File: src/hdl/aabb_pkg.sv
// package for the aabb gravity collision step block
// constants, record types and fixed-point helpers; no dependencies
package aabb_pkg;

    localparam int MaxBoxes = 64;
    localparam int SlotW = $clog2(MaxBoxes);
    localparam int CntW = $clog2(MaxBoxes + 1);
    localparam logic signed [31:0] EpsQ16 = 32'sd7;
    localparam logic signed [31:0] GravityRst = 32'sd642908;
    localparam logic [30:0] TimeStepRst = 31'd1092;

    localparam logic RegGravity = 1'b0;
    localparam logic RegTimeStep = 1'b1;

    localparam logic OpLoad = 1'b0;
    localparam logic OpStep = 1'b1;

    // one static box
    typedef struct packed {
        logic signed [31:0] x;
        logic signed [31:0] y;
        logic [30:0] w;
        logic [30:0] h;
    } box_t;

    // body state travelling down the cell chain
    typedef struct packed {
        logic signed [31:0] px;
        logic signed [31:0] py;
        logic signed [31:0] vel;
        logic landed;
    } body_t;

    // saturate a 34-bit sum to 32 bits
    function automatic logic signed [31:0] sat34(input logic signed [33:0] v);
        if (v > 34'sh0_7FFF_FFFF)
            return 32'sh7FFF_FFFF;
        else if (v < -34'sh0_8000_0000)
            return 32'sh8000_0000;
        else
            return v[31:0];
    endfunction

    // floor shift by 16 of a 64-bit product, then saturate
    function automatic logic signed [31:0] qsat(input logic signed [63:0] p);
        logic signed [47:0] s;
        s = 48'(p >>> 16);
        if (s > 48'sh0000_7FFF_FFFF)
            return 32'sh7FFF_FFFF;
        else if (s < -48'sh0000_8000_0000)
            return 32'sh8000_0000;
        else
            return s[31:0];
    endfunction

endpackage

File: src/hdl/aabb_cell.sv
// one resolve cell of the chain: holds one static box and resolves the body on it
// depends on aabb_pkg
module aabb_cell (
    input  logic              clk,
    input  logic              rst_n,
    input  logic              wr,
    input  aabb_pkg::box_t    wr_box,
    input  logic              axis,
    input  logic [30:0]       bw,
    input  logic [30:0]       bh,
    input  logic              in_vld,
    input  aabb_pkg::body_t   in_body,
    output logic              out_vld,
    output aabb_pkg::body_t   out_body
);

    aabb_pkg::box_t box_reg;
    logic vld_reg;
    aabb_pkg::body_t body_reg;
    aabb_pkg::body_t body_next;

    logic signed [33:0] lx, ly, bx, by, hx, hy, bhx, bhy;
    logic signed [33:0] lox, hix, loy, hiy, ox, oy, o, p;
    logic signed [33:0] np;

    always_comb
    begin
        lx  = 34'(in_body.px) - 34'(bw >> 1);
        ly  = 34'(in_body.py) - 34'(bh >> 1);
        hx  = lx + 34'(bw);
        hy  = ly + 34'(bh);
        bx  = 34'(box_reg.x) - 34'(box_reg.w >> 1);
        by  = 34'(box_reg.y) - 34'(box_reg.h >> 1);
        bhx = bx + 34'(box_reg.w);
        bhy = by + 34'(box_reg.h);
        lox = (lx > bx) ? lx : bx;
        hix = (hx < bhx) ? hx : bhx;
        loy = (ly > by) ? ly : by;
        hiy = (hy < bhy) ? hy : bhy;
        ox  = (hix > lox) ? hix - lox : 34'sd0;
        oy  = (hiy > loy) ? hiy - loy : 34'sd0;
        o   = axis ? oy : ox;
        p   = axis ? 34'(in_body.py) : 34'(in_body.px);
        body_next = in_body;
        np = (in_body.vel > 0) ? p - o - 34'(aabb_pkg::EpsQ16) : p + o;
        if (ox > 0 && oy > 0)
        begin
            if (axis)
                body_next.py = aabb_pkg::sat34(np);
            else
                body_next.px = aabb_pkg::sat34(np);
            if (axis && in_body.vel > 0)
                body_next.landed = 1'b1;
            body_next.vel = '0;
        end
    end

    always_ff @(posedge clk or negedge rst_n)
    begin
        if (!rst_n)
        begin
            box_reg <= '0;
            vld_reg <= 1'b0;
        end
        else
        begin
            if (wr)
                box_reg <= wr_box;
            vld_reg <= in_vld;
        end
    end

    always_ff @(posedge clk)
    begin
        body_reg <= body_next;
    end

    assign out_vld  = vld_reg;
    assign out_body = body_reg;

endmodule

File: config.mk
export PLATFORM = sky130hd
export DESIGN_NAME = aabb_cell
export DESIGN_NICKNAME = d
export VERILOG_FILES = /design/src/hdl/aabb_pkg.sv /design/src/hdl/aabb_cell.sv
export SDC_FILE = /design/constraint.sdc
export NUM_CORES = 2
export LEC_CHECK = 0
export BUFFER_PORTS_ARGS = -buffer_cell sky130_fd_sc_hd__buf_2
export CAP_MARGIN = 0
export CORE_MARGIN = 2
export CORE_UTILIZATION = 60
export CTS_BUF_LIST = sky130_fd_sc_hd__clkbuf_2 sky130_fd_sc_hd__clkbuf_4 sky130_fd_sc_hd__clkbuf_8
export CTS_CLUSTER_DIAMETER = 60
export CTS_CLUSTER_SIZE = 24
export DETAILED_ROUTE_END_ITERATION = 7
export PLACE_DENSITY = 0.82
export SYNTH_ARGS = -nofsm -noshare
export SYNTH_HDL_FRONTEND = slang
export SYNTH_SLANG_ARGS = --single-unit
File: constraint.sdc
create_clock -name clk -period 35.8 [get_ports clk]
set_input_delay 7.16 -clock clk [delete_from_list [all_inputs] [get_ports clk]]
set_output_delay 7.16 -clock clk [all_outputs]
set_load 0.02 [all_outputs]
After elaboration in Yosys (flattened, before gate mapping):

Index checks and enable logic that the tools add are counted.

* $add $sub $neg: 13
* magnitude comparators: 11
* mux-type cells: 15
* reductions and logical operators: 2

Operators by type and width (count)
* $mux 34: 9
* $add 33x32->34: 4
* $sub 32x31->33: 4
* $mux 32: 4
* $sub 34x34->34: 3
* $mux 97: 1
* $gt 34x1->1 const B: 2
* $gt 34x34->1: 2
* $lt 34x34->1: 2
* $gt 33x33->1: 2
* $add 34x34->34: 1
* $gt 34x32->1 const B: 1
* $lt 34x32->1 const B: 1
* $sub 34x4->34 const B: 1
* $gt 32x1->1 const B: 1
* $logic_and 1x1->1: 2
* $mux 1: 1

* register bits: 224
* input bits: 290
* output and inout port bits: 98
* logic and storage cells: 50

Longest topological paths before layout:

* depth after elaboration: 15
* depth in mapped cells: 68

Least setup slack after synthesis:

No wires, ideal clock.

* kind: in2reg
* start: input in_body[33] in the netlist's numbering
* end: register body_reg, in the netlist out_body[68]
* library setup time: 127 ps
* arrival: 19481 ps
* required time: 35673 ps
* slack: 16192 ps
* cell stages on the path: 66
* path buffers: 4
* cells stage by stage: inv_1 -> ha_1 -> fa_1 -> nor2b_1 -> o21ai_0 -> a21boi_0 -> o21ai_0 -> a211oi_1 -> o21ai_0 -> a21boi_0 -> o31a_1 -> o2111ai_1 -> nand4b_1 -> xor2_1 -> ha_1 -> a21o_1 -> a21o_1 -> a211oi_1 -> (+30 left out) -> a22o_1 -> ha_1 -> ha_1 -> inv_1 -> fa_1 -> nand2b_1 -> a21oi_1 -> nor4_1 -> o21ai_1 -> a21oi_2 -> a21oi_1 -> a41o_1 -> nor4b_1 -> a211o_1 -> o32a_1 -> a211oi_4 -> buf_6 -> a2bb2oi_1

RTL lines
* start: declaration: line aabb_cell.sv:12 `input aabb_pkg::body_t in_body,`
* end signal: assignment: line aabb_cell.sv:75 `body_reg <= body_next;`
* end: declaration: line aabb_cell.sv:19 `aabb_pkg::body_t body_reg;`

==> results.cfg <==
[outcome]
status = finished, final reports clean

[setup_path]
arrival_ns = 22.51
crit_start = in_body[33]
startpoint_type = input pin
cp_max_fo = 33
rr_startpoint = box_reg[6]
crit_type = input pin to flop
cp_top_family = compound AO/OA/AOI/OAI gates
worst_path_most_repeated_cell = o21ai_0
cpPeakStageDelay_ns = 0.99
crit_path_end_kind = flop
critPathRequiredTime_ns = 36.39
cpMaxStageDelayCell = a32o_1
path_buf_inv = 4

[clocking]
cts_buffers = 21
path_clk_slew_ns = 0.12
cts_setup_buffers = 0
cts_htree_levels = 1
post_cts_resized = 0
cts.sinks = 224
cts_tree = done
clock_latency_ns = 0.66
root_buffer = clkbuf_8
clk_path_buf_depth = 3
cts_hold_buf = 0

[timing]
final-hold-violation-count = 0
finalCriticalPeriod_ns = 21.92
rsz0062_at_grt = no
max-slew-margin-rel_pct = 19.7
clock_skew_ns = 0.0412
period_share_pct = 61.2
max_freq_mhz = 45.6
worst_slew_pin_slew_ns = 1.20
hold_slack_ns = 0.523
setup_viol = 0
finalSetupTns_ns = 0
drv_slew = 0

[synth]
yosysWarnings = 0
yosysTopAreaCell = ha_1
synthTopCellsByArea = ha_1 21%, dfrtp_1 9.5%, dfxtp_1 5.8%
synthesis.nets = 5097
yosys_most_used_dff = dfrtp_1
synthTopCellsByCount = 550 x ha_1, 394 x inv_1, 332 x a21oi_1
synth_top_area_share_pct = 20.5
ys_seq_area_share_pct = 15.3
avgSynthCellArea_um2 = 7.90
synth_edf_count = 0
synth.most_common_cell = ha_1
ys_types = 96
synth_area_mm2 = 0.0335
synthArstFlopShare_pct = 56.7
ys_ff_latch = 224
synth_cells = 4245

[detailed_routing]
vias_per_cell = 6.26
wl_per_cell_um = 20.4
num_vias = 33300
drtAntennaViolNets = 0
dr.first_iter.drc_count = 2873
wirelength_mm = 109
drc = 0
first_pass_iters = 6

[worst_hold_path]
hold_start = box_reg[85]
hp-class = flop to flop

[global_routing]
grt_max_degree = 107
grt_usage_pct = 36.6
grt_pass1_wl_mm = 167
antenna_found_initial = 5
overflow = 0
grt_pass1_vias = 30800

[placed_design]
place_congestion = 1.04
numPortBuffers = 387
dp_cells = 5280
dpl.hpwl_mm = 91.3

[finish]
multi_input_area_mm2 = 0.0264
nNetsFinal = 5407
ff_latch_area_mm2 = 0.00512
largest_reg_flops = 126
drive_above_1_share_pct = 13.4
synthToLayoutAreaGrowth_pct = 9.03
n_fill_cell = 4911
fin_util_pct = 66.2
fin_cells = 5323

[floorplanning]
ios = 388
die-area_mm2 = 0.0578
die_height_um = 240
fp.dieW_um = 240
core_mm2 = 0.0552
initial_core_util_pct = 60.7
rows = 86

[flow_run]
maxCapViolCount = 0
## metrics by stage
stage / instance area (µm²) / setup WS, ns
2_1_floorplan: 33500 / 16.19
3_3_place_gp: 36000 / 13.96
3_5_place_dp: 36000 / 13.71
4_1_cts: 36500 / 14.31
5_1_grt: 36500 / 12.74
6_report: 36600 / 13.88
## final cells by class
class / count / area share, %
Tap cell: 748 / 2.56
Clock buffer: 22 / 0.828
Sequential cell: 224 / 14.0
Inverter: 394 / 4.05
Multi-Input combinational cell: 3513 / 72.3
Antenna cell: 5 / 0.0342
Timing Repair Buffer: 401 / 5.62
Clock inverter: 16 / 0.582
## cells by family (layout without fill, tap and decap cells)
family | after synthesis | after routing | share of synthesized area (%)
AND/OR/NAND/NOR | 1025 | 1025 | 15.3
flip-flops | 224 | 224 | 15.3
other | 0 | 5 | 0
XOR/XNOR | 309 | 309 | 8.10
AO/OA/AOI/OAI | 1416 | 1416 | 27.8
buffers and inverters | 508 | 833 | 5.92
multiplexers | 201 | 201 | 6.42
adder cells (fa/ha/maj) | 562 | 562 | 21.2
## path summary, 6_finish.rpt
| check | end | slack [ns] | depth (start not counted) |
|---|---|---|---|
| max | out_body[70] | 13.88 | 60 |
| min | box_reg[85] | 0.52 | 1 |
| max reg2reg | out_body[70] | 19.88 | 59 |
| min reg2reg | box_reg[85] | 0.52 | 1 |
| max in group asynchronous | box_reg[61] | 28.02 | 2 |
| min in group asynchronous | box_reg[80] | 6.47 | 1 |
## layer usage
layer,track usage (%),part of all wire [%]
met3,6.90,9.5
met4,13.0,3.8
met1,50.5,44
met5,0,0
met2,56.6,42
## layout by cell type, fill, tap and decap left out, types with 38 or more instances in the layout
cell type,count
a211oi_1,41
a21o_1,229
a21oi_1,332
a2bb2oi_1,59
and2_1,60
and3_1,38
buf_2,385
dfrtp_1,127
dfxtp_1,97
ha_1,550
inv_1,394
mux2_2,112
mux2i_1,89
nand2_1,287
nand2b_1,55
nand3_1,69
nand4_1,71
nor2_1,226
nor2b_1,50
nor3_1,60
o21a_1,76
o21ai_0,328
o21bai_1,49
xnor2_1,197
xor2_1,111
Power is not shown: default switching activity piles up to over one toggle a cycle in this logic, so the estimate is an artifact.
